`src/design/goa_pkg.sv`:
```
// Shared types and constants for the gyro offset averager.
`timescale 1ns / 1ps
package goa_pkg;

  localparam int RATE_W   = 24;
  localparam int COUNT_W  = 16;
  localparam int SUM_W    = RATE_W + COUNT_W;
  localparam int STEP_W   = $clog2(SUM_W);
  localparam int NUM_AXES = 3;

  localparam logic [COUNT_W-1:0] DEFAULT_ATTEMPTS = COUNT_W'(100);
  localparam logic [STEP_W-1:0]  LAST_STEP        = STEP_W'(SUM_W - 1);

  typedef enum logic [1:0] {
    STS_OK        = 2'd0,
    STS_NO_VALID  = 2'd1,
    STS_NOT_READY = 2'd2
  } status_t;

  typedef enum logic [1:0] {
    S_IDLE,
    S_LOAD,
    S_DIV,
    S_DONE
  } ctrl_state_t;

  typedef struct packed {
    logic               clear;
    logic               add;
    logic               load;
    logic               step;
    logic [COUNT_W-1:0] divisor;
  } lane_ctrl_t;

  typedef struct packed {
    logic    clear;
    logic    commit;
    logic    emit;
    status_t status;
  } merge_ctrl_t;

endpackage

```
`src/design/goa_lane.sv`:
```
// One axis lane: 40-bit accumulator and a bit-serial signed divider.
`timescale 1ns / 1ps
module goa_lane (
  input  logic                              clk,
  input  logic                              rst_n,
  input  goa_pkg::lane_ctrl_t               ctrl,
  input  logic signed [goa_pkg::RATE_W-1:0] rate,
  output logic signed [goa_pkg::RATE_W-1:0] mean
);

  logic [goa_pkg::SUM_W-1:0]   acc_r, acc_nxt;
  logic [goa_pkg::SUM_W-1:0]   quo_r, quo_nxt;
  logic [goa_pkg::COUNT_W-1:0] rem_r, rem_nxt;
  logic [goa_pkg::COUNT_W-1:0] div_r, div_nxt;
  logic                        neg_r, neg_nxt;

  logic [goa_pkg::COUNT_W:0]   trial;
  logic [goa_pkg::COUNT_W:0]   trial_sub;
  logic                        trial_ge;
  logic [goa_pkg::SUM_W-1:0]   acc_mag;
  logic [goa_pkg::SUM_W-1:0]   quo_signed;

  always_comb begin
    acc_mag   = acc_r[goa_pkg::SUM_W-1] ? (~acc_r + 1'b1) : acc_r;
    trial     = {rem_r, quo_r[goa_pkg::SUM_W-1]};
    trial_ge  = trial >= {1'b0, div_r};
    trial_sub = trial - {1'b0, div_r};

    acc_nxt = acc_r;
    quo_nxt = quo_r;
    rem_nxt = rem_r;
    div_nxt = div_r;
    neg_nxt = neg_r;

    if (ctrl.clear) begin
      acc_nxt = '0;
    end else if (ctrl.add) begin
      acc_nxt = acc_r + {{(goa_pkg::SUM_W - goa_pkg::RATE_W){rate[goa_pkg::RATE_W-1]}}, rate};
    end

    if (ctrl.load) begin
      // divide magnitudes, fix the sign at the end (truncates toward zero)
      quo_nxt = acc_mag;
      rem_nxt = '0;
      div_nxt = ctrl.divisor;
      neg_nxt = acc_r[goa_pkg::SUM_W-1];
    end else if (ctrl.step) begin
      rem_nxt = trial_ge ? trial_sub[goa_pkg::COUNT_W-1:0] : trial[goa_pkg::COUNT_W-1:0];
      quo_nxt = {quo_r[goa_pkg::SUM_W-2:0], trial_ge};
    end
  end

  always_ff @(posedge clk) begin
    if (!rst_n) begin
      acc_r <= '0;
    end else begin
      acc_r <= acc_nxt;
    end
  end

  always_ff @(posedge clk) begin
    quo_r <= quo_nxt;
    rem_r <= rem_nxt;
    div_r <= div_nxt;
    neg_r <= neg_nxt;
  end

  // mean always fits the rate width
  assign quo_signed = neg_r ? (~quo_r + 1'b1) : quo_r;
  assign mean       = quo_signed[goa_pkg::RATE_W-1:0];

endmodule

```
`src/design/goa_ctrl.sv`:
```
// Run sequencer: attempt and valid counters, end-of-run check, divide steps.
`timescale 1ns / 1ps
module goa_ctrl (
  input  logic                         clk,
  input  logic                         rst_n,
  input  logic                         start,
  input  logic                         in_kind,
  input  logic                         in_device_ready,
  input  logic                         in_read_ok,
  input  logic                         cfg_we,
  input  logic [goa_pkg::COUNT_W-1:0]  cfg_wdata,
  output logic                         busy,
  output goa_pkg::lane_ctrl_t          lane_ctrl,
  output goa_pkg::merge_ctrl_t         merge_ctrl
);

  goa_pkg::ctrl_state_t        state_r, state_nxt;
  logic [goa_pkg::COUNT_W-1:0] sample_count_r, sample_count_nxt;
  logic [goa_pkg::COUNT_W-1:0] valid_r, valid_nxt;
  logic [goa_pkg::COUNT_W-1:0] attempts_r, attempts_nxt;
  logic                        run_r, run_nxt;
  logic [goa_pkg::STEP_W-1:0]  step_r, step_nxt;

  logic                        accept;
  logic [goa_pkg::COUNT_W-1:0] target;
  logic [goa_pkg::COUNT_W-1:0] valid_inc;
  logic [goa_pkg::COUNT_W-1:0] attempts_inc;
  logic                        run_end;

  always_comb begin
    busy   = state_r != goa_pkg::S_IDLE;
    accept = start && !busy;

    target       = (sample_count_r == '0) ? goa_pkg::DEFAULT_ATTEMPTS : sample_count_r;
    valid_inc    = valid_r + goa_pkg::COUNT_W'(in_read_ok);
    attempts_inc = attempts_r + 1'b1;
    run_end      = (attempts_inc >= target) || (attempts_inc == '0);

    sample_count_nxt = cfg_we ? cfg_wdata : sample_count_r;
    state_nxt        = state_r;
    valid_nxt        = valid_r;
    attempts_nxt     = attempts_r;
    run_nxt          = run_r;
    step_nxt         = step_r;

    lane_ctrl         = '0;
    lane_ctrl.divisor = valid_r;
    merge_ctrl        = '0;
    merge_ctrl.status = goa_pkg::STS_OK;

    unique case (state_r)
      goa_pkg::S_IDLE: begin
        if (accept && !in_kind) begin
          if (!in_device_ready) begin
            merge_ctrl.emit   = 1'b1;
            merge_ctrl.status = goa_pkg::STS_NOT_READY;
          end else begin
            lane_ctrl.clear  = 1'b1;
            merge_ctrl.clear = 1'b1;
            valid_nxt        = '0;
            attempts_nxt     = '0;
            run_nxt          = 1'b1;
          end
        end else if (accept && run_r) begin
          lane_ctrl.add = in_read_ok;
          valid_nxt     = valid_inc;
          attempts_nxt  = attempts_inc;
          if (run_end) begin
            run_nxt = 1'b0;
            if (valid_inc == '0) begin
              merge_ctrl.emit   = 1'b1;
              merge_ctrl.status = goa_pkg::STS_NO_VALID;
            end else begin
              state_nxt = goa_pkg::S_LOAD;
            end
          end
        end
      end
      goa_pkg::S_LOAD: begin
        lane_ctrl.load = 1'b1;
        step_nxt       = '0;
        state_nxt      = goa_pkg::S_DIV;
      end
      goa_pkg::S_DIV: begin
        lane_ctrl.step = 1'b1;
        step_nxt       = step_r + 1'b1;
        if (step_r == goa_pkg::LAST_STEP) begin
          state_nxt = goa_pkg::S_DONE;
        end
      end
      goa_pkg::S_DONE: begin
        merge_ctrl.commit = 1'b1;
        merge_ctrl.emit   = 1'b1;
        merge_ctrl.status = goa_pkg::STS_OK;
        state_nxt         = goa_pkg::S_IDLE;
      end
      default: begin
        state_nxt = goa_pkg::S_IDLE;
      end
    endcase
  end

  always_ff @(posedge clk) begin
    if (!rst_n) begin
      state_r        <= goa_pkg::S_IDLE;
      sample_count_r <= goa_pkg::DEFAULT_ATTEMPTS;
      valid_r        <= '0;
      attempts_r     <= '0;
      run_r          <= 1'b0;
      step_r         <= '0;
    end else begin
      state_r        <= state_nxt;
      sample_count_r <= sample_count_nxt;
      valid_r        <= valid_nxt;
      attempts_r     <= attempts_nxt;
      run_r          <= run_nxt;
      step_r         <= step_nxt;
    end
  end

endmodule

```
`src/design/goa_merge.sv`:
```
// Merge stage: stored offsets, calibrated flag and the result register.
`timescale 1ns / 1ps
module goa_merge (
  input  logic                                            clk,
  input  logic                                            rst_n,
  input  goa_pkg::merge_ctrl_t                            ctrl,
  input  logic [goa_pkg::NUM_AXES-1:0][goa_pkg::RATE_W-1:0] lane_mean,
  output logic                                            out_valid,
  output logic [1:0]                                      out_status,
  output logic                                            out_calibrated,
  output logic [goa_pkg::NUM_AXES-1:0][goa_pkg::RATE_W-1:0] out_offset
);

  logic [goa_pkg::NUM_AXES-1:0][goa_pkg::RATE_W-1:0] offs_r, offs_nxt;
  logic                                              cal_r, cal_nxt;
  logic                                              valid_r;
  logic [1:0]                                        status_r;
  logic                                              ocal_r;
  logic [goa_pkg::NUM_AXES-1:0][goa_pkg::RATE_W-1:0] ooffs_r;

  always_comb begin
    offs_nxt = offs_r;
    cal_nxt  = cal_r;
    if (ctrl.clear) begin
      offs_nxt = '0;
      cal_nxt  = 1'b0;
    end else if (ctrl.commit) begin
      offs_nxt = lane_mean;
      cal_nxt  = 1'b1;
    end
  end

  always_ff @(posedge clk) begin
    if (!rst_n) begin
      offs_r  <= '0;
      cal_r   <= 1'b0;
      valid_r <= 1'b0;
    end else begin
      offs_r  <= offs_nxt;
      cal_r   <= cal_nxt;
      valid_r <= ctrl.emit;
    end
  end

  // result beat reflects the updated stored state
  always_ff @(posedge clk) begin
    if (ctrl.emit) begin
      status_r <= ctrl.status;
      ocal_r   <= cal_nxt;
      ooffs_r  <= offs_nxt;
    end
  end

  assign out_valid      = valid_r;
  assign out_status     = status_r;
  assign out_calibrated = ocal_r;
  assign out_offset     = ooffs_r;

endmodule

```
`src/design/gyro_offset_averager_core.sv`:
```
// Gyro zero-rate offset calibration: top level with three axis lanes.
// A not-ready start or an empty run gives its result beat in the cycle after accept.
// With valid readings: S_LOAD, the 40-step S_DIV, S_DONE, then the result register beat.
// Throughput: one item per cycle while not busy; busy stays high from S_LOAD to S_DONE.
// Reset: sample_count 100, offsets zero, not calibrated, no run; no clearing pass.
// Results cannot be stalled: out_valid marks each beat for one cycle.
`timescale 1ns / 1ps
module gyro_offset_averager_core (
  input  logic                              clk,
  input  logic                              rst_n,
  input  logic                              start,
  output logic                              busy,
  input  logic                              in_kind,
  input  logic                              in_device_ready,
  input  logic                              in_read_ok,
  input  logic signed [goa_pkg::RATE_W-1:0] in_rate_x,
  input  logic signed [goa_pkg::RATE_W-1:0] in_rate_y,
  input  logic signed [goa_pkg::RATE_W-1:0] in_rate_z,
  output logic                              out_valid,
  output logic [1:0]                        out_status,
  output logic                              out_calibrated,
  output logic signed [goa_pkg::RATE_W-1:0] out_offset_x,
  output logic signed [goa_pkg::RATE_W-1:0] out_offset_y,
  output logic signed [goa_pkg::RATE_W-1:0] out_offset_z,
  input  logic                              cfg_we,
  input  logic [goa_pkg::COUNT_W-1:0]       cfg_wdata
);

  goa_pkg::lane_ctrl_t                               lane_ctrl;
  goa_pkg::merge_ctrl_t                              merge_ctrl;
  logic [goa_pkg::NUM_AXES-1:0][goa_pkg::RATE_W-1:0] lane_rate;
  logic [goa_pkg::NUM_AXES-1:0][goa_pkg::RATE_W-1:0] lane_mean;
  logic [goa_pkg::NUM_AXES-1:0][goa_pkg::RATE_W-1:0] offset;

  assign lane_rate[0] = in_rate_x;
  assign lane_rate[1] = in_rate_y;
  assign lane_rate[2] = in_rate_z;

  goa_ctrl u_ctrl (
    .clk             (clk),
    .rst_n           (rst_n),
    .start           (start),
    .in_kind         (in_kind),
    .in_device_ready (in_device_ready),
    .in_read_ok      (in_read_ok),
    .cfg_we          (cfg_we),
    .cfg_wdata       (cfg_wdata),
    .busy            (busy),
    .lane_ctrl       (lane_ctrl),
    .merge_ctrl      (merge_ctrl)
  );

  for (genvar a = 0; a < goa_pkg::NUM_AXES; a++) begin : g_lane
    goa_lane u_lane (
      .clk   (clk),
      .rst_n (rst_n),
      .ctrl  (lane_ctrl),
      .rate  (lane_rate[a]),
      .mean  (lane_mean[a])
    );
  end

  goa_merge u_merge (
    .clk            (clk),
    .rst_n          (rst_n),
    .ctrl           (merge_ctrl),
    .lane_mean      (lane_mean),
    .out_valid      (out_valid),
    .out_status     (out_status),
    .out_calibrated (out_calibrated),
    .out_offset     (offset)
  );

  assign out_offset_x = offset[0];
  assign out_offset_y = offset[1];
  assign out_offset_z = offset[2];

endmodule
```
`config.mk`:
```
export PLATFORM = sky130hd
export DESIGN_NAME = gyro_offset_averager_core
export DESIGN_NICKNAME = d
export VERILOG_FILES = /design/src/design/goa_pkg.sv /design/src/design/goa_lane.sv /design/src/design/goa_ctrl.sv /design/src/design/goa_merge.sv /design/src/design/gyro_offset_averager_core.sv
export SDC_FILE = /design/constraint.sdc
export NUM_CORES = 1
export LEC_CHECK = 0
export BUFFER_PORTS_ARGS = -buffer_cell sky130_fd_sc_hd__buf_2
export CORE_UTILIZATION = 35
export CTS_BUF_LIST = sky130_fd_sc_hd__clkbuf_2
export DETAILED_ROUTE_END_ITERATION = 6
export PLACE_DENSITY = 0.6
export SLEW_MARGIN = 20
export SYNTH_ARGS = -nofsm -noshare
export SYNTH_HDL_FRONTEND = slang
export SYNTH_SLANG_ARGS = --single-unit
```
`constraint.sdc`:
```
create_clock -name clk -period 14.1 [get_ports clk]
set_clock_uncertainty 0.2 [all_clocks]
set_input_delay 2.115 -clock clk [delete_from_list [all_inputs] [get_ports clk]]
set_output_delay 2.115 -clock clk [all_outputs]
set_load 0.01 [all_outputs]
```
==> impl_results.html <==
<table>
<tr><th>Metric</th><th>Value</th></tr>
<tr><th colspan="2">STA</th></tr>
<tr><td>Max Fclk</td><td>0.197 GHz</td></tr>
<tr><td>Total Neg Setup Slack</td><td>0 ps</td></tr>
<tr><td>Post-route fraction of the period consumed by the critical path</td><td>36.0%</td></tr>
<tr><td>Worst Tran Pin Value</td><td>1090 ps</td></tr>
<tr><td>RSZ-0062 raised after global routing</td><td>no</td></tr>
<tr><td>Max-slew violations</td><td>0</td></tr>
<tr><td>Worst hold slack</td><td>272 ps</td></tr>
<tr><td>Final setup slack of the worst path</td><td>9020 ps</td></tr>
<tr><td>Hold Vio Cnt, Final</td><td>0</td></tr>
<tr><td>Rel. slew slack</td><td>27.1%</td></tr>
<tr><td>Number of failing setup endpoints in the final timing report</td><td>0</td></tr>
<tr><td>Final period demand of the worst path</td><td>5080 ps</td></tr>
<tr><th colspan="2">Routing</th></tr>
<tr><td>Mean number of vias per cell</td><td>5.24</td></tr>
<tr><td>Overall routed net length</td><td>85300 um</td></tr>
<tr><td>Drt first-iter violations</td><td>1688</td></tr>
<tr><td>Drt pass-1 iters</td><td>5</td></tr>
<tr><td>Post-detailed-route DRC marker count</td><td>0</td></tr>
<tr><td>Via Count</td><td>26700</td></tr>
<tr><td>Remaining antenna violation count after routing</td><td>0</td></tr>
<tr><td>Average wire length per cell after detail routing</td><td>16.7 um</td></tr>
<tr><th colspan="2">Die</th></tr>
<tr><td>Floorplan core area</td><td>0.0906 mm^2</td></tr>
<tr><td>Die Wd</td><td>305 um</td></tr>
<tr><td>Ports placed on the boundary</td><td>172</td></tr>
<tr><td>Initial core utilization</td><td>35.5%</td></tr>
<tr><td>Area of the die</td><td>0.0931 mm^2</td></tr>
<tr><td>Vertical die dimension</td><td>305 um</td></tr>
<tr><td>Number of rows created at floorplan</td><td>110</td></tr>
<tr><th colspan="2">Logic synthesis</th></tr>
<tr><td>Yosys warning total</td><td>0</td></tr>
<tr><td>Register bit count reported by yosys</td><td>513</td></tr>
<tr><td>Number of cells produced by synthesis</td><td>3636</td></tr>
<tr><td>Average size of a mapped cell</td><td>8.85 um^2</td></tr>
<tr><td>Main area contributors after synthesis</td><td>edfxtp_1 (20%), dfxtp_1 (19%), ha_1 (7.6%)</td></tr>
<tr><td>Count of distinct cell types in the synthesized netlist</td><td>78</td></tr>
<tr><td>Top cell type by total area after synthesis</td><td>edfxtp_1</td></tr>
<tr><td>Top cell type's share of synthesized area</td><td>20.0%</td></tr>
<tr><td>Area of the mapped netlist</td><td>0.0322 mm^2</td></tr>
<tr><td>Net count after synthesis</td><td>3933</td></tr>
<tr><td>Synth async-reset ratio</td><td>0%</td></tr>
<tr><td>Seq/Total Area, Yosys</td><td>38.6%</td></tr>
<tr><td>EDFF count, synth</td><td>214</td></tr>
<tr><td>Prevailing post-synth register cell</td><td>dfxtp_1</td></tr>
<tr><th colspan="2">Final layout</th></tr>
<tr><td>Total of fill cells in the finished design</td><td>9273</td></tr>
<tr><td>Layout cell share with drive strength beyond 1</td><td>12.9%</td></tr>
<tr><td>Most common cell after layout, fill and taps aside</td><td>nor2_1</td></tr>
<tr><td>Area overhead of the layout relative to synthesis</td><td>10.5%</td></tr>
<tr><td>Utilization of the core after routing</td><td>39.2%</td></tr>
<tr><td>Total area of sequential cells</td><td>0.0124 mm^2</td></tr>
<tr><td>Final nets</td><td>4101</td></tr>
<tr><td>Area occupied by multi-input gates</td><td>0.0188 mm^2</td></tr>
<tr><td>Commonest cells after routing, fill and taps aside</td><td>nor2_1 (369), nand2_1 (340), a21oi_1 (335), dfxtp_1 (299), clkbuf_2 (215)</td></tr>
<tr><th colspan="2">Worst setup path</th></tr>
<tr><td>Worst path cell trace</td><td>ha_1 &gt; nand2_1 &gt; nor3_1 &gt; xor2_1 &gt; ha_1 &gt; and3_1 &gt; o2111ai_1 &gt; o21ai_0 &gt; a21oi_1 &gt; or4b_2 &gt; nand2_4 &gt; buf_4</td></tr>
<tr><td>Peak per-stage delay on the critical path</td><td>690 ps</td></tr>
<tr><td>Library cell contributing the largest single delay on the critical path</td><td>or4b_2</td></tr>
<tr><td>Worst setup path category</td><td>reg -&gt; reg</td></tr>
<tr><td>Data required time of the critical path</td><td>14770 ps</td></tr>
<tr><td>Kind of capture point of the worst setup path</td><td>flop</td></tr>
<tr><td>Critical path startpoint category</td><td>flop</td></tr>
<tr><td>Data arrival time at the worst-slack endpoint</td><td>5750 ps</td></tr>
<tr><td>Maximum fanout count along the critical path</td><td>56</td></tr>
<tr><td>Most Frequent Cell on Critical Path</td><td>ha_1</td></tr>
<tr><th colspan="2">Placed design</th></tr>
<tr><td>Minimum setup slack after placement</td><td>7730 ps</td></tr>
<tr><td>RD Place Congestion</td><td>0.871</td></tr>
<tr><td>DP Wirelength</td><td>60800 um</td></tr>
<tr><td>Number of buffers inserted by port buffering</td><td>171</td></tr>
<tr><th colspan="2">Clock tree</th></tr>
<tr><td>Hold buffers post-CTS</td><td>0</td></tr>
<tr><td>Max clock buf depth</td><td>3</td></tr>
<tr><td>Total clock sinks</td><td>513</td></tr>
<tr><td>CTS tree</td><td>yes</td></tr>
<tr><td>Number of buffers inserted to repair setup after CTS</td><td>0</td></tr>
<tr><td>Count of cells resized by post-cts repair</td><td>0</td></tr>
<tr><td>Latest clock arrival within the worst-skew pair</td><td>1320 ps</td></tr>
<tr><td>Cts bufs inserted</td><td>141</td></tr>
<tr><td>Root Buffer Master</td><td>clkbuf_2</td></tr>
<tr><td>Clock slew at the register clock pins of the worst setup and hold paths</td><td>100 ps</td></tr>
<tr><td>Depth of the CTS H-tree</td><td>4</td></tr>
<tr><th colspan="2">Min path</th></tr>
<tr><td>Worst min-delay path category</td><td>reg -&gt; reg</td></tr>
<tr><th colspan="2">Power and ir drop</th></tr>
<tr><td>Cell Pwr Density</td><td>124 mW/mm^2</td></tr>
<tr><td>Static power due to leakage</td><td>14.6 nW</td></tr>
<tr><td>Worst-case vdd ir drop</td><td>0.0000692 V</td></tr>
<tr><th colspan="2">Global routing</th></tr>
<tr><td>Pin count of the biggest net entering global routing</td><td>87</td></tr>
<tr><td>Grt total ovfl</td><td>0</td></tr>
<tr><td>Initial antenna violation count</td><td>2</td></tr>
<tr><td>Global-route wire length before repair</td><td>138000 um</td></tr>
<tr><td>Global router's overall resource usage</td><td>18.2%</td></tr>
<tr><td>Vias in the first global route</td><td>25200</td></tr>
<tr><th colspan="2">Outcome</th></tr>
<tr><td>Run status</td><td>completed</td></tr>
<tr><th colspan="2">Job</th></tr>
<tr><td>Maxcap violations</td><td>0</td></tr>
</table>
[stage by stage]
step | power [W] | instances | cell area (um^2)
final | 0.00439 | 5100 | 35500
after CTS | 0.00445 | 5095 | 35500
after floorplan | 0.00294 | 3636 | 32200
after global placement | 0.00324 | 4836 | 34100
after global routing | 0.00471 | 5100 | 35500
after detailed placement | 0.00326 | 4836 | 34100
[kinds of logic after synthesis]
| family | synth area share, % |
|---|---|
| xor gates and xnor gates | 8.74 |
| buffers and inverters | 3.19 |
| muxes | 3.58 |
| DFF | 38.6 |
| adders and majority gates | 8.00 |
| AOI/OAI and AO/OA | 19.9 |
| and+or+nand+nor | 18.1 |
[path summary, 6_finish.rpt]
check	end	slack (ps)	startpoint	depth (start not counted)
max	u_merge.out_offset[17]$_DFFE_PP_	9020	u_ctrl.attempts_r[0]$_SDFFE_PN0P_	12
min	u_merge.cal_r$_SDFF_PN0_	270	u_merge.cal_r$_SDFF_PN0_	2
max reg2reg	u_merge.out_offset[17]$_DFFE_PP_	9020	u_ctrl.attempts_r[0]$_SDFFE_PN0P_	12
min reg2reg	u_merge.cal_r$_SDFF_PN0_	270	u_merge.cal_r$_SDFF_PN0_	2
[registers in the layout, indices dropped and copies added (netlist names), 3 cells and up]
name                   cells
u_ctrl.attempts_r         16
g_lane.u_lane.quo_r      120
g_lane.u_lane.div_r       16
u_ctrl.sample_count_r     16
u_ctrl.valid_r            16
g_lane.u_lane.acc_r      120
u_ctrl.step_r              6
g_lane.u_lane.neg_r        3
u_merge.offs_r            72
g_lane.u_lane.rem_r       48
u_merge.out_offset        72
[area by class of cell]
cell class                 count  area share, %
multi-input combinational   2850           53.0
antenna                        4         0.0282
inverter                     103           1.09
clock buffer                 215           3.03
sequential                   513           34.9
clock inverter                44          0.887
tap                         1176           4.14
timing repair buffer         195           2.94
[synth_stat cells (16+ instances only)]
master / count
or3_1: 43
clkbuf_1: 151
o21ai_0: 184
nor4_1: 26
a22oi_1: 16
xnor2_1: 130
inv_1: 103
nand4_1: 32
or4_1: 28
dfxtp_1: 299
a21boi_0: 19
nand2_1: 342
or2_2: 23
a21oi_1: 336
nor3_1: 54
a21o_1: 88
xor2_1: 191
mux2_2: 24
o41ai_1: 24
buf_1: 19
and2_1: 79
nor2b_1: 72
nor2_1: 371
o211ai_1: 20
nand3_1: 60
o21a_1: 40
a211oi_1: 104
and3_1: 24
mux2i_1: 88
o21bai_1: 16
ha_1: 196
nand2b_1: 20
edfxtp_1: 214
o31ai_1: 59
[power breakdown]
group | leakage, nW | total (W) | switching, W | internal [W]
Sequential | 4.40 | 0.00190 | 0.000130 | 0.00177
Combinational | 9.19 | 0.00133 | 0.000788 | 0.000543
Clock | 1.04 | 0.00116 | 0.000662 | 0.000498
Total | 14.6 | 0.00439 | 0.00158 | 0.00282
[worst max-delay path, delay by kind of cell, from the launching register on]
kind	cells	cell delay, ps
DFF	1	580
and+or+nand+nor	5	1670
buffers and inverters	1	690
xor gates and xnor gates	1	160
adders and majority gates	2	750
AOI/OAI and AO/OA	3	550
[per-layer routing]
metal	share of wire, %	wire, um	up-vias	global-route usage (%)
met5	0	0	-	0
met4	1.6	1350	0	5.03
met3	5.0	4290	102	3.67
met2	44	37500	552	28.0
met1	49	42100	12400	25.7
li1	-	-	13700	-
No activity file was read; power rests on OpenSTA's default activity.
